`src/design/n2d_pkg.sv`:
```
// Shared widths, defaults and the item classification type for the negabase converter.
package n2d_pkg;

   // Default sizes of the top level.
   localparam int DefValueWidth = 32;
   localparam int DefMaxDigits  = 33;

   // Fixed field widths.
   localparam int RadixWidth   = 5;
   localparam int DigitWidth   = 4;
   localparam int BaseWidth    = 4;
   localparam int RspDataWidth = 8;

   // Dividend bits retired per cycle by the digit divider.
   localparam int StepBits = 8;

   // Entries in the queue between front and back.
   localparam int QueueDepth = 2;

   // Legal radix range; requests outside it are clamped.
   localparam logic signed [RadixWidth-1:0] RadixMin = -5'sd10;
   localparam logic signed [RadixWidth-1:0] RadixMax = -5'sd2;

   // Sign of the value and magnitude of the clamped radix.
   typedef struct packed {
      logic                 neg;
      logic [BaseWidth-1:0] base;
   } n2d_class_type;

endpackage

```
`src/design/integer_to_negabase_digits_top.sv`:
```
// Top level of the negative-base digit converter.
// Each request carries a signed integer and a negative radix (-10 to -2; other codes are
// clamped into that range) and produces one response transfer per digit, most significant
// digit first, with tlast on the final digit; zero gives the single digit 0. A two-entry
// queue lets the next request be taken while the engine works. The engine retires 8
// dividend bits per cycle: each digit takes one division step per 8-bit chunk of the
// value and then a finish step that writes it to the digit RAM. Playback then reads each
// digit from the RAM, loads it into the output register and holds it there until tready;
// a request gives at most MAX_DIGITS digits (33). No state survives from one request to the next.
module integer_to_negabase_digits_top #(
   parameter int VALUE_WIDTH = n2d_pkg::DefValueWidth,
   parameter int MAX_DIGITS  = n2d_pkg::DefMaxDigits
) (
   input  logic clock,
   input  logic reset,
   // req_tdata: value [VALUE_WIDTH-1:0], radix [VALUE_WIDTH+4:VALUE_WIDTH], zero fill above
   input  logic                                                    req_tvalid,
   output logic                                                    req_tready,
   input  logic [((VALUE_WIDTH+n2d_pkg::RadixWidth+7)/8)*8-1:0]    req_tdata,
   // rsp_tdata: digit [3:0], zero fill above
   output logic                                                    rsp_tvalid,
   input  logic                                                    rsp_tready,
   output logic [n2d_pkg::RspDataWidth-1:0]                        rsp_tdata,
   output logic                                                    rsp_tlast
);
   import n2d_pkg::*;

   localparam int ItemW = VALUE_WIDTH + $bits(n2d_class_type);

   n2d_class_type          front_cls;
   logic [VALUE_WIDTH-1:0] front_mag;
   logic                   q_valid;
   logic                   q_ready;
   logic [ItemW-1:0]       q_data;
   n2d_class_type          back_cls;
   logic [VALUE_WIDTH-1:0] back_mag;
   logic [DigitWidth-1:0]  digit;

   // Classify the incoming request.
   n2d_front #(
      .VALUE_WIDTH (VALUE_WIDTH)
   ) u_front (
      .value (req_tdata[VALUE_WIDTH-1:0]),
      .radix (req_tdata[VALUE_WIDTH +: RadixWidth]),
      .cls   (front_cls),
      .mag   (front_mag)
   );

   // Queue between classification and conversion.
   n2d_queue #(
      .WIDTH (ItemW),
      .DEPTH (QueueDepth)
   ) u_queue (
      .clock      (clock),
      .reset      (reset),
      .push_valid (req_tvalid),
      .push_ready (req_tready),
      .push_data  ({front_mag, front_cls}),
      .pop_valid  (q_valid),
      .pop_ready  (q_ready),
      .pop_data   (q_data)
   );

   assign back_cls = q_data[$bits(n2d_class_type)-1:0];
   assign back_mag = q_data[ItemW-1 -: VALUE_WIDTH];

   // Digit conversion and playback.
   n2d_back #(
      .VALUE_WIDTH (VALUE_WIDTH),
      .MAX_DIGITS  (MAX_DIGITS)
   ) u_back (
      .clock      (clock),
      .reset      (reset),
      .item_valid (q_valid),
      .item_ready (q_ready),
      .item_cls   (back_cls),
      .item_mag   (back_mag),
      .rsp_valid  (rsp_tvalid),
      .rsp_ready  (rsp_tready),
      .rsp_digit  (digit),
      .rsp_last   (rsp_tlast)
   );

   assign rsp_tdata = RspDataWidth'(digit);

endmodule

```
`src/design/n2d_ram.sv`:
```
// Generic single-write, single-read RAM with a registered read port.
module n2d_ram #(
   parameter int WIDTH = 4,
   parameter int DEPTH = 33
) (
   input  logic                     clock,
   input  logic                     wr_en,
   input  logic [$clog2(DEPTH)-1:0] wr_addr,
   input  logic [WIDTH-1:0]         wr_data,
   input  logic [$clog2(DEPTH)-1:0] rd_addr,
   output logic [WIDTH-1:0]         rd_data
);

   logic [WIDTH-1:0] mem_ff [DEPTH];
   logic [WIDTH-1:0] rd_data_ff;

   // Write port and registered read port.
   always_ff @(posedge clock) begin
      if (wr_en) begin
         mem_ff[wr_addr] <= wr_data;
      end
      rd_data_ff <= mem_ff[rd_addr];
   end

   assign rd_data = rd_data_ff;

endmodule

```
`src/design/n2d_front.sv`:
```
// Front end: splits the sign from the value and clamps the radix to its legal range.
module n2d_front #(
   parameter int VALUE_WIDTH = n2d_pkg::DefValueWidth
) (
   input  logic [VALUE_WIDTH-1:0]         value,
   input  logic [n2d_pkg::RadixWidth-1:0] radix,
   output n2d_pkg::n2d_class_type         cls,
   output logic [VALUE_WIDTH-1:0]         mag
);
   import n2d_pkg::*;

   logic signed [RadixWidth-1:0] radix_s;
   logic signed [RadixWidth-1:0] radix_sat;
   logic signed [RadixWidth-1:0] radix_neg;

   assign radix_s = radix;

   // Clamp the radix and take its magnitude.
   always_comb begin
      if (radix_s < RadixMin) begin
         radix_sat = RadixMin;
      end else if (radix_s > RadixMax) begin
         radix_sat = RadixMax;
      end else begin
         radix_sat = radix_s;
      end
      radix_neg = -radix_sat;
   end

   assign cls.base = radix_neg[BaseWidth-1:0];

   // Sign and unsigned magnitude; the most negative value maps to its true magnitude.
   assign cls.neg = value[VALUE_WIDTH-1];
   assign mag     = cls.neg ? (~value + VALUE_WIDTH'(1)) : value;

endmodule

```
`src/design/n2d_queue.sv`:
```
// Small FIFO that decouples the front end from the conversion engine.
module n2d_queue #(
   parameter int WIDTH = 37,
   parameter int DEPTH = n2d_pkg::QueueDepth
) (
   input  logic             clock,
   input  logic             reset,
   input  logic             push_valid,
   output logic             push_ready,
   input  logic [WIDTH-1:0] push_data,
   output logic             pop_valid,
   input  logic             pop_ready,
   output logic [WIDTH-1:0] pop_data
);

   localparam int PtrW = $clog2(DEPTH);
   localparam int CntW = $clog2(DEPTH + 1);

   logic [WIDTH-1:0] entry_ff [DEPTH];
   logic [PtrW-1:0]  wr_ptr_ff, wr_ptr_in;
   logic [PtrW-1:0]  rd_ptr_ff, rd_ptr_in;
   logic [CntW-1:0]  cnt_ff, cnt_in;
   logic             do_push, do_pop;

   assign push_ready = (cnt_ff != CntW'(DEPTH));
   assign pop_valid  = (cnt_ff != CntW'(0));
   assign pop_data   = entry_ff[rd_ptr_ff];
   assign do_push    = push_valid && push_ready;
   assign do_pop     = pop_valid && pop_ready;

   // Pointer and fill count update.
   always_comb begin
      wr_ptr_in = wr_ptr_ff;
      rd_ptr_in = rd_ptr_ff;
      cnt_in    = cnt_ff;
      if (do_push) begin
         wr_ptr_in = (wr_ptr_ff == PtrW'(DEPTH - 1)) ? PtrW'(0) : wr_ptr_ff + PtrW'(1);
      end
      if (do_pop) begin
         rd_ptr_in = (rd_ptr_ff == PtrW'(DEPTH - 1)) ? PtrW'(0) : rd_ptr_ff + PtrW'(1);
      end
      if (do_push && !do_pop) begin
         cnt_in = cnt_ff + CntW'(1);
      end else if (do_pop && !do_push) begin
         cnt_in = cnt_ff - CntW'(1);
      end
   end

   always_ff @(posedge clock) begin
      if (reset) begin
         wr_ptr_ff <= '0;
         rd_ptr_ff <= '0;
         cnt_ff    <= '0;
      end else begin
         wr_ptr_ff <= wr_ptr_in;
         rd_ptr_ff <= rd_ptr_in;
         cnt_ff    <= cnt_in;
      end
   end

   // Entry storage.
   always_ff @(posedge clock) begin
      if (do_push) begin
         entry_ff[wr_ptr_ff] <= push_data;
      end
   end

endmodule

```
`src/design/n2d_back.sv`:
```
// Conversion engine: divides out one negabase digit at a time, then plays the digits back.
module n2d_back #(
   parameter int VALUE_WIDTH = n2d_pkg::DefValueWidth,
   parameter int MAX_DIGITS  = n2d_pkg::DefMaxDigits
) (
   input  logic                           clock,
   input  logic                           reset,
   input  logic                           item_valid,
   output logic                           item_ready,
   input  n2d_pkg::n2d_class_type         item_cls,
   input  logic [VALUE_WIDTH-1:0]         item_mag,
   output logic                           rsp_valid,
   input  logic                           rsp_ready,
   output logic [n2d_pkg::DigitWidth-1:0] rsp_digit,
   output logic                           rsp_last
);
   import n2d_pkg::*;

   localparam int Chunks = (VALUE_WIDTH + StepBits - 1) / StepBits;
   localparam int PadW   = Chunks * StepBits;
   localparam int ChunkW = $clog2(Chunks + 1);
   localparam int AddrW  = $clog2(MAX_DIGITS);
   localparam int CntW   = $clog2(MAX_DIGITS + 1);

   typedef enum logic [2:0] {
      S_IDLE,
      S_DIV,
      S_FIN,
      S_READ,
      S_LOAD,
      S_HOLD
   } state_type;

   state_type             state_ff, state_in;
   logic                  neg_ff, neg_in;
   logic [BaseWidth-1:0]  base_ff, base_in;
   logic [PadW-1:0]       num_ff, num_in;
   logic [BaseWidth-1:0]  rem_ff, rem_in;
   logic [ChunkW-1:0]     chunk_ff, chunk_in;
   logic [CntW-1:0]       cnt_ff, cnt_in;
   logic [AddrW-1:0]      ptr_ff, ptr_in;
   logic [DigitWidth-1:0] digit_ff, digit_in;
   logic                  last_ff, last_in;
   logic                  valid_ff, valid_in;

   logic [StepBits-1:0]    top_bits;
   logic [StepBits-1:0]    q_bits;
   logic [BaseWidth-1:0]   r_acc;
   logic [BaseWidth:0]     r_try;
   logic [VALUE_WIDTH-1:0] q_mag;
   logic [VALUE_WIDTH-1:0] mag_next;
   logic [DigitWidth-1:0]  fin_digit;
   logic [DigitWidth-1:0]  rd_data;

   // Restoring division of the top dividend bits by the small base magnitude.
   always_comb begin
      top_bits = num_ff[PadW-1 -: StepBits];
      r_acc    = rem_ff;
      r_try    = '0;
      q_bits   = '0;
      for (int i = StepBits - 1; i >= 0; i--) begin
         r_try = {r_acc, top_bits[i]};
         if (r_try >= {1'b0, base_ff}) begin
            r_try     = r_try - {1'b0, base_ff};
            q_bits[i] = 1'b1;
         end
         r_acc = r_try[BaseWidth-1:0];
      end
   end

   // Fold the unsigned quotient and remainder into the negabase digit and next magnitude.
   // A negative dividend with a nonzero remainder borrows one from the quotient.
   always_comb begin
      q_mag = num_ff[VALUE_WIDTH-1:0];
      if (neg_ff && (rem_ff != '0)) begin
         fin_digit = DigitWidth'(base_ff - rem_ff);
         mag_next  = q_mag + VALUE_WIDTH'(1);
      end else begin
         fin_digit = DigitWidth'(rem_ff);
         mag_next  = q_mag;
      end
   end

   // Digit stack, least significant digit at address zero.
   n2d_ram #(
      .WIDTH (DigitWidth),
      .DEPTH (MAX_DIGITS)
   ) u_ram (
      .clock   (clock),
      .wr_en   (state_ff == S_FIN),
      .wr_addr (cnt_ff[AddrW-1:0]),
      .wr_data (fin_digit),
      .rd_addr (ptr_ff),
      .rd_data (rd_data)
   );

   // Next-state logic.
   always_comb begin
      state_in = state_ff;
      neg_in   = neg_ff;
      base_in  = base_ff;
      num_in   = num_ff;
      rem_in   = rem_ff;
      chunk_in = chunk_ff;
      cnt_in   = cnt_ff;
      ptr_in   = ptr_ff;
      digit_in = digit_ff;
      last_in  = last_ff;
      valid_in = valid_ff;
      case (state_ff)
         S_IDLE: begin
            if (item_valid) begin
               neg_in   = item_cls.neg;
               base_in  = item_cls.base;
               num_in   = PadW'(item_mag);
               rem_in   = '0;
               chunk_in = '0;
               cnt_in   = '0;
               state_in = S_DIV;
            end
         end
         S_DIV: begin
            num_in   = (num_ff << StepBits) | PadW'(q_bits);
            rem_in   = r_acc;
            chunk_in = chunk_ff + ChunkW'(1);
            if (chunk_ff == ChunkW'(Chunks - 1)) begin
               state_in = S_FIN;
            end
         end
         S_FIN: begin
            cnt_in = cnt_ff + CntW'(1);
            if ((mag_next == '0) || (cnt_ff == CntW'(MAX_DIGITS - 1))) begin
               ptr_in   = cnt_ff[AddrW-1:0];
               state_in = S_READ;
            end else begin
               neg_in   = !neg_ff;
               num_in   = PadW'(mag_next);
               rem_in   = '0;
               chunk_in = '0;
               state_in = S_DIV;
            end
         end
         S_READ: begin
            state_in = S_LOAD;
         end
         S_LOAD: begin
            digit_in = rd_data;
            last_in  = (ptr_ff == '0);
            valid_in = 1'b1;
            state_in = S_HOLD;
         end
         S_HOLD: begin
            if (rsp_ready) begin
               valid_in = 1'b0;
               if (last_ff) begin
                  state_in = S_IDLE;
               end else begin
                  ptr_in   = ptr_ff - AddrW'(1);
                  state_in = S_READ;
               end
            end
         end
         default: begin
            state_in = S_IDLE;
            valid_in = 1'b0;
         end
      endcase
   end

   // State and registered outputs.
   always_ff @(posedge clock) begin
      if (reset) begin
         state_ff <= S_IDLE;
         valid_ff <= 1'b0;
      end else begin
         state_ff <= state_in;
         valid_ff <= valid_in;
         neg_ff   <= neg_in;
         base_ff  <= base_in;
         num_ff   <= num_in;
         rem_ff   <= rem_in;
         chunk_ff <= chunk_in;
         cnt_ff   <= cnt_in;
         ptr_ff   <= ptr_in;
         digit_ff <= digit_in;
         last_ff  <= last_in;
      end
   end

   assign item_ready = (state_ff == S_IDLE);
   assign rsp_valid  = valid_ff;
   assign rsp_digit  = digit_ff;
   assign rsp_last   = last_ff;

endmodule

```
`config.mk`:
```
export PLATFORM = sky130hd
export DESIGN_NAME = integer_to_negabase_digits_top
export DESIGN_NICKNAME = d
export VERILOG_FILES = /design/src/design/n2d_pkg.sv /design/src/design/integer_to_negabase_digits_top.sv /design/src/design/n2d_ram.sv /design/src/design/n2d_front.sv /design/src/design/n2d_queue.sv /design/src/design/n2d_back.sv
export SDC_FILE = /design/constraint.sdc
export NUM_CORES = 1
export LEC_CHECK = 0
export BUFFER_PORTS_ARGS = -buffer_cell sky130_fd_sc_hd__buf_4
export CORE_UTILIZATION = 30
export CTS_CLUSTER_SIZE = 40
export DETAILED_ROUTE_END_ITERATION = 8
export PLACE_DENSITY = 0.46
export SLEW_MARGIN = 20
export SYNTH_ARGS = -nofsm -noshare
export SYNTH_HDL_FRONTEND = slang
export SYNTH_SLANG_ARGS = --single-unit
```
`constraint.sdc`:
```
create_clock -name clock -period 12.9 [get_ports clock]
set_input_delay 2.58 -clock clock [delete_from_list [all_inputs] [get_ports clock]]
set_output_delay 2.58 -clock clock [all_outputs]
set_load 0.05 [all_outputs]
```
# After elaboration in Yosys (flattened, before gate mapping)
# Memory sizes are Yosys's and may differ from the RTL's. A register that Yosys moved wholly into a read port is not among the register bits.
# Index checks and enable logic that the tools add are counted.
[op_classes]
add_sub_neg = 19
magnitude_cmp = 10
n_eq_ne = 14
n_mux = 57
bitwise_logic = 4
reduce_logical = 27
[op_table]
columns = ["cell", "count"]
rows = [
  ["2-to-1 mux 32 bit", 4],
  ["one-hot mux 32 bit (3 select lines)", 1],
  ["adder 32 x 1 -> 32 bit, second input constant", 2],
  ["2-to-1 mux 4 bit", 13],
  [">= comparator 5 x 4 -> 1 bit", 8],
  ["subtractor 4 bit", 9],
  ["logical NOT 32 bit", 1],
  ["inverter 32 bit", 1],
  ["OR 32 x 8 -> 32 bit", 1],
  ["2-to-1 mux 6 bit", 4],
  ["one-hot mux 6 bit (2 select lines)", 2],
  ["2-to-1 mux 1 bit", 19],
  ["one-hot mux 3 bit (6 select lines)", 1],
  ["2-to-1 mux 3 bit", 5],
  ["one-hot mux 4 bit (3 select lines)", 1],
  ["== test 3 x 2 -> 1 bit, second input constant", 3],
  ["one-hot mux 3 bit (3 select lines)", 1],
  ["AND reduction 3 bit", 3],
  ["2-to-1 mux 2 bit", 4],
  ["!= test 2 bit, second input constant", 4],
  ["AND reduction 4 bit", 2],
  ["nonzero test 2 bit", 4],
  ["adder 6 x 1 -> 6 bit, second input constant", 1],
  ["== test 3 bit, second input constant", 2],
  ["24 further kinds", 35],
]
[totals]
regBits = 69
ram_bits = 206
inputBits = 44
wordCells = 147
memories = 2
[mem_list]
columns = ["memory", "depth", "word_bits", "read_ports", "rd_clocked_by_memory_dff", "wr", "line_no", "source"]
rows = [
  ["u_back.u_ram.mem_ff", 33, 4, 1, 1, 1, "n2d_ram.sv:14", "logic [WIDTH-1:0] mem_ff [DEPTH];"],
  ["u_queue.entry_ff", 2, 37, 1, 1, 1, "n2d_queue.sv:19", "logic [WIDTH-1:0] entry_ff [DEPTH];"],
]

# Depth between registers and ports, before layout
# Gate-level depths: netlist (run 1).
[logic_depth]
ltp_word = 18
mapped_depth = 62
ltp_nobuf = 61

# By module
# From an unflattened synthesis (run 1), not the netlist that was laid out.
[hier_totals]
cells_unflattened = 1221
area_unflattened_um2 = 15077.0
[by_module_without_submodules]
columns = ["module", "instances", "cells_each", "area_each_um2", "seq_area_each_um2"]
rows = [
  ["n2d_back", 1, 644, 5814.3, 1911.8],
  ["n2d_ram", 1, 325, 5480.3, 4043.9],
  ["n2d_queue", 1, 139, 2889.0, 2322.2],
  ["n2d_front", 1, 108, 859.6, 0.0],
  ["integer_to_negabase_digits_top", 1, 5, 33.8, 0.0],
]

# Worst setup path after synthesis (run 1)
# OpenSTA, ideal clock, no wires.
[synth_path]
path_type = "flip-flop to flip-flop"
startpoint = "reg u_back.base_ff[1]"
endpoint = "reg u_back.num_ff[0] (data pin)"
setup_ns = 0.261
arrival_ns = 12.292
required_time_ns = 12.639
slack_ns = 0.347
stages_incl_launch_ff = 61
n_path_buf = 1
path_cell_list = "edfxtp_1 > inv_1 > ha_1 > inv_1 > o211ai_1 > nand2_1 > a21oi_1 > inv_1 > ha_1 > a2111oi_0 > o32a_1 > nand3_1 > o21ai_0 > inv_1 > ha_1 > a21oi_1 > o21a_1 > inv_1 > [25 not listed] > mux2i_1 > mux2_4 > inv_1 > ha_1 > o21ai_0 > nand2b_1 > a21o_1 > a21oi_1 > o21a_1 > o211ai_4 > mux2i_1 > ha_1 > a21o_1 > a21o_1 > a31o_2 > a221oi_2 > nand2_1 > a221o_1"
[synth_via]
elab_chain_len = 18
word_cells_on_any_way = 25
[synth_rtl]
columns = ["element", "line_no", "source"]
rows = [
  ["start: declaration", "n2d_back.sv:36", "logic [BaseWidth-1:0] base_ff, base_in;"],
  ["start signal: assignment", "n2d_back.sv:179", "base_ff <= base_in;"],
  ["subtractor 4 bit / >= comparator 5 x 4 -> 1 bit (equally long branches)", "n2d_back.sv:64, n2d_back.sv:63", ""],
  ["2-to-1 mux 4 bit", "n2d_back.sv:63", "if (r_try >= {1'b0, base_ff}) begin"],
  ["subtractor 4 bit / >= comparator 5 x 4 -> 1 bit (equally long branches)", "n2d_back.sv:64, n2d_back.sv:63", ""],
  ["2-to-1 mux 4 bit", "n2d_back.sv:63", ""],
  ["subtractor 4 bit / >= comparator 5 x 4 -> 1 bit (equally long branches)", "n2d_back.sv:64, n2d_back.sv:63", ""],
  ["2-to-1 mux 4 bit", "n2d_back.sv:63", ""],
  [">= comparator 5 x 4 -> 1 bit / subtractor 4 bit (equally long branches)", "n2d_back.sv:63, n2d_back.sv:64", ""],
  ["2-to-1 mux 4 bit", "n2d_back.sv:63", ""],
  ["[3 not listed]", "n/a", ""],
  ["2-to-1 mux 4 bit", "n2d_back.sv:63", ""],
  ["subtractor 4 bit / >= comparator 5 x 4 -> 1 bit (equally long branches)", "n2d_back.sv:64, n2d_back.sv:63", ""],
  ["2-to-1 mux 4 bit", "n2d_back.sv:63", ""],
  [">= comparator 5 x 4 -> 1 bit (*)", "n2d_back.sv:63", ""],
  ["2-to-1 mux 1 bit (*)", "n2d_back.sv:63", ""],
  ["OR 32 x 8 -> 32 bit (*)", "n2d_back.sv:123", "num_in = (num_ff << StepBits) | PadW'(q_bits);"],
  ["one-hot mux 32 bit (3 select lines) (*)", "n2d_back.sv:110", "case (state_ff)"],
  ["named net u_back.num_in[0]", "n2d_back.sv:37", "logic [PadW-1:0] num_ff, num_in;"],
  ["end signal: assignment", "n2d_back.sv:180", "num_ff <= num_in;"],
  ["end: declaration", "n2d_back.sv:37", ""],
]
# The timed path passes the listed nets; every way through them passes the cells marked *.
# A chain may end at the register's enable or synchronous reset.

# Worst setup path after layout (run 1)
[layout_path]
startpoint = "reg u_back.num_ff[31]"
endpoint = "reg u_back.num_ff[0] (data pin)"
[layout_via]
elab_chain_len = 18
word_cells_on_any_way = 25
[layout_rtl]
columns = ["element", "line_no"]
rows = [
  ["subtractor 4 bit / >= comparator 5 x 4 -> 1 bit (equally long branches)", "n2d_back.sv:64, n2d_back.sv:63"],
  ["2-to-1 mux 4 bit (*)", "n2d_back.sv:63"],
  ["subtractor 4 bit / >= comparator 5 x 4 -> 1 bit (equally long branches)", "n2d_back.sv:64, n2d_back.sv:63"],
  ["2-to-1 mux 4 bit (*)", "n2d_back.sv:63"],
  ["subtractor 4 bit / >= comparator 5 x 4 -> 1 bit (equally long branches)", "n2d_back.sv:64, n2d_back.sv:63"],
  ["2-to-1 mux 4 bit (*)", "n2d_back.sv:63"],
  ["subtractor 4 bit / >= comparator 5 x 4 -> 1 bit (equally long branches)", "n2d_back.sv:64, n2d_back.sv:63"],
  ["2-to-1 mux 4 bit (*)", "n2d_back.sv:63"],
  ["[3 not listed]", "n/a"],
  ["2-to-1 mux 4 bit (*)", "n2d_back.sv:63"],
  ["subtractor 4 bit / >= comparator 5 x 4 -> 1 bit (equally long branches)", "n2d_back.sv:64, n2d_back.sv:63"],
  ["2-to-1 mux 4 bit (*)", "n2d_back.sv:63"],
  [">= comparator 5 x 4 -> 1 bit (*)", "n2d_back.sv:63"],
  ["2-to-1 mux 1 bit (*)", "n2d_back.sv:63"],
  ["OR 32 x 8 -> 32 bit (*)", "n2d_back.sv:123"],
  ["one-hot mux 32 bit (3 select lines) (*)", "n2d_back.sv:110"],
  ["named net u_back.num_in[0]", "n2d_back.sv:37"],
]
# Marked as above.

==> reports/qor.csv, run 1 <==
stage,metric,value,unit
outcome,status,completed,
drt,routed length per instance,19.0,µm
place,Buffers on Ports,47,
clock_network,Clock Latency Late Sink,0.58,ns
yosys,ranking of synthesized cells by area,"edfxtp_1, mux4_2, xnor2_1",
die,die area,49800,µm²
drt,DR top layer,met4,
timing,Tcrit/Tclk final,93.8,%
yosys,sequential area share after synthesis,56.4,%
worst_setup_path,crit start category,flop,
yosys,synthesis warning total,0,
yosys,Synth Instances,1137,
drt,1st-iter DRT viols,503,
drt,vias per cell,4.98,
drt,DRC violations left,0,
grt,GRT Residual Overflow,0,
hold_path,Worst Hold Class,flop to flop,
timing,Max-slew headroom,46.3,%
grt,GRT Overall Usage,14.3,%
drt,Post-DRT Antenna Nets,0,
layout,share of post-route cells with drive strength above 1,18.5,%
timing,fin worst setup slack,0.796,ns
worst_setup_path,Worst Path Arrival,12.44,ns
grt,initial antenna violation count,0,
timing,Final Skew,0.0135,ns
worst_setup_path,Crit path top cell by count,ha_1,
worst_setup_path,CP endpoint kind,flop,
clock_network,CTS tree,done,
grt,largest net degree at the start of global routing,40,
yosys,synthesized area per cell,12.9,µm²
die,Starting Density,30.6,%
worst_setup_path,"slowest stage cell, crit path",edfxtp_1,
grt,first-pass GRT wire length,55.0,mm
yosys,"area leader, netlist",edfxtp_1,
die,I/O pin cnt,55,
layout,diode count,0,
timing,final number of max-transition violations,0,
run,max-cap violations,0,
worst_setup_path,FF-to-FF Start,u_back.num_ff[31]$_DFFE_PP_,
drt,wire length on met1,16.1,mm
die,Die Wd,223,µm
place,Post-DP HPWL,24.4,mm
layout,"Core Util, Final",35.7,%
die,Core Area,47900,µm²
clock_network,Max H-tree Level,1,
worst_setup_path,CP max FO,5,
drt,Met3 Routed Length,1.37,mm
timing,fin crit period,12.10,ns
drt,DR pass1 iterations,5,
place,routability cong.,0.796,
place,dpl ws,0.350,ns
timing,FMAX,0.0826,GHz
yosys,"Top FF cell, synth",edfxtp_1,
yosys,Syn Std Cell Area,14700,µm²
place,Inst Count DP,1795,
worst_setup_path,Critical Path RT,13.23,ns
yosys,synth unique cells,72,
drt,WL met2,17.1,mm
yosys,share of the synthesized area in the top cell type,54.7,%
clock_network,clock root buffer,clkbuf_16,
clock_network,total clock buffers created by CTS,31,
yosys,"flops & latches, synth",280,
timing,worst slew pin tran,0.800,ns
worst_setup_path,CP Launch Point,u_back.num_ff[31]$_DFFE_PP_,
layout,area grow syn2layout,16.7,%
timing,final hold vios,0,
clock_network,clock-pin slew of the registers on the worst-case setup and hold paths,0.06,ns
timing,Finish-stage setup viols,0,
drt,final WL,35.3,mm
worst_setup_path,Slowest Stage Delay on Critical Path,0.45,ns
clock_network,CTS Sinks,280,
yosys,async set-or-reset flop fraction in the synthesized netlist,0,%
layout,Final Net Count,1315,
clock_network,Clock Tree Buf Depth,3,
layout,Layout Cells excl Fill,1856,
die,Die Span Y,223,µm
hold_path,hold_sp,u_back.u_ram.rd_data[0]$_DFF_P_,
drt,vias,9241,
yosys,top-count cell post-synth,edfxtp_1,
die,Std-Cell Rows,80,
worst_setup_path,Setup CP Type,flop to flop,
yosys,Post-synth EDFFs,267,
grt,vias in the first global route,9360,
yosys,Commonest cells post-synth,"edfxtp_1, nand2_1, nor2_1",
[cell usage in the layout, fill, tap and decap left out, drive strengths merged, types with 10 or more instances in the layout]
master,n
xnor2,66
nand2b,15
o221ai,29
buf,99
a21oi,25
clkbuf,44
o21ai,47
xor2,28
inv,56
mux4,40
mux2,11
edfxtp,267
nand4,12
and3,12
nand3,27
dfxtp,13
o31ai,11
ha,45
nor3,23
or3,10
nor2,80
mux2i,49
nand2,96
a21o,12
[sequential cells by signal, indices dropped and copies added (netlist names), 6 cells and up, named ones only]
register	count
u_queue.entry_ff	74
u_back.u_ram.mem_ff	132
u_back.num_ff	32
u_back.ptr_ff	6
u_back.cnt_ff	6
[worst max-delay path: cells and delay by family, from the launching register on]
family | cells | cell delay [ns]
AOI/OAI and AO/OA | 27 | 5.53
muxes | 6 | 1.58
adders and majority gates | 8 | 2.27
DFF | 1 | 0.45
buffers and inverters | 8 | 0.87
and+or+nand+nor | 11 | 1.13
[final cells by class]
class / instances / area, µm²
clock buffer: 44 / 855
tap: 615 / 769
clock inverter: 13 / 209
fill: 4623 / 30800
inverter: 54 / 203
multi-input combinational: 751 / 6060
timing repair buffer: 99 / 743
sequential: 280 / 8280
[metal layers]
metal | track usage (%) | up-vias
met2 | 24.4 | 170
met5 | 0 | -
li1 | - | 4472
met4 | 3.67 | 0
met3 | 1.99 | 50
met1 | 19.1 | 4549
[per-stage QoR]
step	hold WS, ns	instance area (µm²)	setup TNS (ns)
3_3_place_gp	0.391	16000	0
4_1_cts	0.409	17000	0
2_1_floorplan	0.386	14700	0
3_5_place_dp	0.395	16000	0
5_1_grt	0.413	17100	-0.0212
6_report	0.404	17100	0
[worst paths after layout]
check                                   to  slack [ns]  cells after the start
max             u_back.num_ff[0]$_DFFE_PP_        0.80                     60
min          u_back.rsp_digit[0]$_DFFE_PP_        0.40                      0
max reg2reg     u_back.num_ff[0]$_DFFE_PP_        0.80                     60
min reg2reg  u_back.rsp_digit[0]$_DFFE_PP_        0.40                      0
[cell families (layout without fill, tap and decap cells)]
group	Yosys count	after routing	share of synthesized area, %
AO/OA/AOI/OAI	182	182	9.18
adder cells (fa/ha/maj)	54	54	5.07
AND/OR/NAND/NOR	317	317	10.3
multiplexers	100	100	10.4
XOR/XNOR	94	94	5.61
other	1	4	0.0256
buffers and inverters	109	210	2.96
flip-flops	280	280	56.4
[timing repair]
item,in CTS,in global routing
setup endpoints to repair,0,5
hold buffers,0,0
buffers inserted,0,4
gates resized for setup,0,12
Power of run 1 is left out: the tool's default activity adds up to more than one toggle a clock period on the data nets, which glitch-free logic cannot reach.
==> inputs of run 2 (changes only) <==
--- a/config.mk
+++ b/config.mk
@@ -6,6 +6,7 @@
 export NUM_CORES = 1
 export LEC_CHECK = 0
 export BUFFER_PORTS_ARGS = -buffer_cell sky130_fd_sc_hd__buf_4
+export CORE_MARGIN = 1.5
 export CORE_UTILIZATION = 30
 export CTS_CLUSTER_SIZE = 40
 export DETAILED_ROUTE_END_ITERATION = 8
==> run 2 against run 1 <==
  * Sequential cell count unchanged
  * Register-to-register slack improved by 0.04 ns
  * Routed wire length decreased by 0.74%
  * Die area increased by 0.90%
  * Final cell count decreased by 0.38%
  * First-iteration DRC count increased by 19%
  * Hold slack got worse by 0.0013 ns
  * Clock-buffer cell count decreased by 5
  * Non-clock buffer count decreased by 12
  * Design area about the same
==> reports/qor.csv, run 2 (same netlist as run 1, synthesis figures left out) <==
stage,metric,value,unit
outcome,status,completed,
hold_path,worst hold stages,0,
die,Die Wd,224,µm
clock_network,Clock Latency Late Sink,0.54,ns
place,routability cong.,0.776,
die,Starting Density,30.6,%
grt,initial antenna violation count,0,
layout,Top reg by flops,u_back.u_ram.mem_ff,
worst_setup_path,Critical Path RT,13.19,ns
clock_network,Clock Tree Buf Depth,3,
layout,Final Net Count,1306,
timing,worst slew pin tran,1.00,ns
die,Std-Cell Rows,80,
timing,fin crit period,12.07,ns
die,I/O pin cnt,55,
clock_network,Max H-tree Level,2,
layout,"Core Util, Final",35.7,%
timing,Tcrit/Tclk final,93.5,%
drt,1st-iter DRT viols,599,
timing,Max-slew headroom,33.1,%
worst_setup_path,CP endpoint kind,flop,
drt,vias,9222,
drt,DR pass1 iterations,4,
die,Die Span Y,224,µm
place,Buffers on Ports,47,
drt,vias per cell,4.99,
timing,final number of max-transition violations,0,
worst_setup_path,Slowest Stage Delay on Critical Path,0.45,ns
timing,fin worst setup slack,0.833,ns
hold_path,Worst Hold Class,flop to flop,
die,die area,50200,µm²
worst_setup_path,Crit path top cell by count,ha_1,
timing,Finish-stage setup viols,0,
worst_setup_path,crit start category,flop,
worst_setup_path,Worst Path Arrival,12.36,ns
layout,most frequent cells in the layout,"edfxtp_1, nand2_1, buf_4, nor2_1, xnor2_1",
grt,GRT Residual Overflow,0,
die,Core Area,47900,µm²
clock_network,total clock buffers created by CTS,34,
clock_network,CTS tree,done,
layout,share of post-route cells with drive strength above 1,18.5,%
clock_network,CTS Sinks,280,
place,dpl ws,0.383,ns
worst_setup_path,worst r2r path cells,60,
timing,FMAX,0.0829,GHz
grt,vias in the first global route,9344,
drt,final WL,35.1,mm
drt,Post-DRT Antenna Nets,0,
layout,"commonest non-fill, non-tap cell in the layout",edfxtp_1,
grt,GRT Overall Usage,14.4,%
worst_setup_path,"slowest stage cell, crit path",edfxtp_1,
worst_setup_path,CP max FO,8,
run,max-cap violations,0,
drt,DRC violations left,0,
clock_network,clock-pin slew of the registers on the worst-case setup and hold paths,0.06,ns
timing,final hold vios,0,
place,Post-DP HPWL,24.3,mm
layout,diode count,0,
worst_setup_path,Setup CP Type,flop to flop,
clock_network,clock root buffer,clkbuf_16,
grt,largest net degree at the start of global routing,40,
drt,routed length per instance,19.0,µm
layout,area grow syn2layout,16.7,%
layout,max reg flops,132,
layout,biggest registers after layout,"u_back.u_ram.mem_ff (132), u_queue.entry_ff (74), u_back.num_ff (32)",
timing,Final Skew,0.0272,ns
grt,first-pass GRT wire length,55.1,mm
-- run 2: changes by cell type in the layout (fill, tap and decap cells not counted), moves of 2 or more --
| cell | delta |
|---|---|
| a21oi_1 | -2 |
| clkbuf_1 | -6 |
| clkbuf_8 | -3 |
| clkinvlp_4 | +2 |
| inv_6 | +2 |
| clkinv_1 | +5 |
| buf_4 | -13 |
| clkbuf_16 | +4 |
-- run 2: path summary, 6_finish.rpt --
check	from	to	slack, ns
max	u_back.base_ff[2]$_DFFE_PP_	u_back.num_ff[0]$_DFFE_PP_	0.83
max reg2reg	u_back.base_ff[2]$_DFFE_PP_	u_back.num_ff[0]$_DFFE_PP_	0.83
min	u_back.u_ram.rd_data[3]$_DFF_P_	u_back.rsp_digit[3]$_DFFE_PP_	0.40
min reg2reg	u_back.u_ram.rd_data[3]$_DFF_P_	u_back.rsp_digit[3]$_DFFE_PP_	0.40
-- run 2: routing by layer --
metal,up-vias,global-route usage (%),routed length [µm]
li1,4461,-,-
met1,4543,19.2,16200
met2,163,23.5,16500
met3,55,2.39,1430
met4,0,5.14,945
met5,-,0,0
-- run 2: final cells by class --
cell class / instances / area [µm²]
Clock buffer: 39 / 891
Clock inverter: 23 / 244
Fill cell: 4649 / 30800
Inverter: 54 / 203
Multi-Input combinational cell: 751 / 6080
Sequential cell: 280 / 8280
Tap cell: 615 / 769
Timing Repair Buffer: 87 / 657
-- run 2: critical path, delay by kind of cell (launching register included) --
family | cells | cell delay [ns]
AOI/OAI and AO/OA | 29 | 5.80
adders and majority gates | 8 | 2.33
buffers and inverters | 7 | 0.69
DFF | 1 | 0.45
muxes | 5 | 1.31
and+or+nand+nor | 11 | 1.25
-- run 2: repair_timing --
action / 4_1_cts / 5_1_grt
endpoints found under the hold margin: 0 / 0
hold buffers: 0 / 0
endpoints found under the setup margin: 0 / 5
resized for setup: 0 / 19
buffers inserted: 0 / 4
-- run 2: stage by stage --
| stage | TNS [ns] | area, µm² | instances | hold WS, ns |
|---|---|---|---|---|
| floorplan | 0 | 14700 | 1140 | 0.386 |
| global route | -0.0632 | 17100 | 1849 | 0.416 |
| CTS | 0 | 17000 | 1845 | 0.403 |
| detailed placement | 0 | 15900 | 1783 | 0.389 |
| global placement | 0 | 15900 | 1783 | 0.390 |
| finish | 0 | 17100 | 1849 | 0.403 |
Power of run 2 is left out for the same reason.
==> inputs of run 3 (changes only) <==
==> constraint.sdc (replaced) <==
create_clock -name clock -period 12.9 [get_ports clock]
set_input_delay 1.935 -clock clock [delete_from_list [all_inputs] [get_ports clock]]
set_output_delay 1.935 -clock clock [all_outputs]
set_load 0.05 [all_outputs]
==> run 3 against run 2 <==
  * Highest routed layer unchanged
  * Final cell count down 0.22%
  * Critical endpoint unchanged
  * Hold slack worse by 0.0011 ns
  * Via count about the same
==> reports/qor.csv, run 3 (same netlist as run 1, synthesis figures left out) <==
stage,metric,value,unit
layout,area grow syn2layout,16.3,%
grt,first-pass GRT wire length,54.7,mm
worst_setup_path,Slowest Stage Delay on Critical Path,0.49,ns
die,Die Span Y,224,µm
worst_setup_path,FF-to-FF Start,u_back.rem_ff[2]$_SDFFCE_PN0P_,
timing,Max-slew headroom,32.7,%
timing,setup tns final,0,ns
grt,vias in the first global route,9250,
layout,share of post-route cells with drive strength above 1,17.7,%
clock_network,Max H-tree Level,2,
worst_setup_path,Crit path top cell by count,ha_1,
grt,initial antenna violation count,0,
hold_path,Worst Hold Class,flop to flop,
clock_network,CTS Sinks,280,
grt,GRT Overall Usage,14.2,%
drt,vias,9221,
layout,Top reg by flops,u_back.u_ram.mem_ff,
worst_setup_path,CP endpoint kind,flop,
die,die area,50200,µm²
worst_setup_path,worst r2r path cells,60,
worst_setup_path,Setup CP Type,flop to flop,
layout,most frequent cells in the layout,"edfxtp_1, nand2_1, buf_4, nor2_1, xnor2_1",
drt,DRC violations left,0,
place,Post-DP HPWL,24.3,mm
clock_network,Clock Tree Buf Depth,3,
timing,FMAX,0.0828,GHz
timing,Tcrit/Tclk final,93.6,%
run,max-cap violations,0,
layout,"commonest non-fill, non-tap cell in the layout",edfxtp_1,
place,routability cong.,0.789,
worst_setup_path,Worst Path Arrival,12.36,ns
place,Inst Count DP,1782,
die,Starting Density,30.6,%
layout,# fillers,4636,
drt,Post-DRT Antenna Nets,0,
layout,Final Net Count,1302,
die,Core Area,47900,µm²
hold_path,hold_sp,u_back.u_ram.rd_data[2]$_DFF_P_,
worst_setup_path,crit start category,flop,
clock_network,clock root buffer,clkbuf_16,
grt,largest net degree at the start of global routing,40,
clock_network,Clock Latency Late Sink,0.54,ns
worst_setup_path,RR Endpoint,u_back.num_ff[0]$_DFFE_PP_,
die,Die Wd,224,µm
layout,"Core Util, Final",35.6,%
timing,fin crit period,12.08,ns
timing,worst slew pin tran,1.01,ns
clock_network,CTS tree,done,
outcome,status,completed,
layout,diode count,0,
drt,vias per cell,5.00,
layout,area of the multi-input gates,6070,µm²
worst_setup_path,Critical Path End,u_back.num_ff[0]$_DFFE_PP_,
grt,GRT Residual Overflow,0,
timing,Final Skew,0.0211,ns
drt,final WL,35.1,mm
layout,biggest registers after layout,"u_back.u_ram.mem_ff (132), u_queue.entry_ff (74), u_back.num_ff (32)",
place,Buffers on Ports,47,
worst_setup_path,CP max FO,6,
worst_setup_path,Critical Path RT,13.18,ns
worst_setup_path,R2R setup slack,0.82,ns
layout,Layout Cells excl Fill,1845,
clock_network,"Hold-fix buffers, CTS",0,
timing,final number of max-transition violations,0,
clock_network,clock-pin slew of the registers on the worst-case setup and hold paths,0.06,ns
worst_setup_path,"slowest stage cell, crit path",edfxtp_1,
timing,RSZ-0062 raised after global routing,false,
worst_setup_path,CP Launch Point,u_back.rem_ff[2]$_SDFFCE_PN0P_,
timing,final hold vios,0,
timing,Finish-stage setup viols,0,
drt,DR pass1 iterations,5,
die,I/O pin cnt,55,
layout,max reg flops,132,
drt,1st-iter DRT viols,619,
die,Std-Cell Rows,80,
drt,routed length per instance,19.0,µm
clock_network,total clock buffers created by CTS,34,
layout,sequential cell area,8280,µm²
[run 3: changes by cell type in the layout (fill, tap and decap cells not counted), sizes merged]
cell / previous run / this run
inv: 58 / 55
clkbuf: 39 / 42
clkinvlp: 2 / 3
buf: 87 / 83
bufinv: 4 / 3
[run 3: layer usage]
metal / up-vias / track usage, % / routed length (µm)
li1: 4460 / - / -
met1: 4528 / 19.3 / 16300
met2: 180 / 23.1 / 16500
met3: 53 / 2.37 / 1490
met4: 0 / 4.80 / 875
met5: - / 0 / 0
[run 3: per-stage QoR]
stage	hold WS [ns]	area (µm²)	setup slack [ns]
floorplan	0.386	14700	0.347
global placement	0.390	15900	0.334
detailed placement	0.389	15900	0.353
CTS	0.402	17000	0.326
global route	0.413	17100	0.0239
finish	0.402	17100	0.820
[run 3: worst max-delay path, delay by kind of cell (launching register included)]
kind	cells	cell delay [ns]
compound gates	30	6.13
fa+ha+maj	8	2.12
mux	5	1.30
simple gates	11	1.28
flops	1	0.49
buf+inv	6	0.49
[run 3: how the worst min path moves through the flow]
stage	slack, ns	cells after the start	to
floorplan	0.39	0	u_back.rsp_digit[0]$_DFFE_PP_
global placement	0.39	0	u_back.rsp_digit[2]$_DFFE_PP_
detailed placement	0.39	0	u_back.rsp_digit[2]$_DFFE_PP_
CTS	0.40	0	u_back.rsp_digit[2]$_DFFE_PP_
global route	0.41	0	u_back.rsp_digit[2]$_DFFE_PP_
finish	0.40	0	u_back.rsp_digit[2]$_DFFE_PP_
[run 3: area by class of cell]
cell class,count,area share [%]
Tap cell,615,4.51
Multi-Input combinational cell,751,35.6
Inverter,54,1.19
Clock inverter,20,1.19
Sequential cell,280,48.5
Timing Repair Buffer,83,3.68
Clock buffer,42,5.29
[run 3: repair_timing]
| action | 4_1_cts | 5_1_grt |
|---|---|---|
| buffers inserted | 0 | 1 |
| gates resized for setup | 0 | 19 |
| endpoints found under the setup margin | 0 | 5 |
Power of run 3 is left out for the same reason.
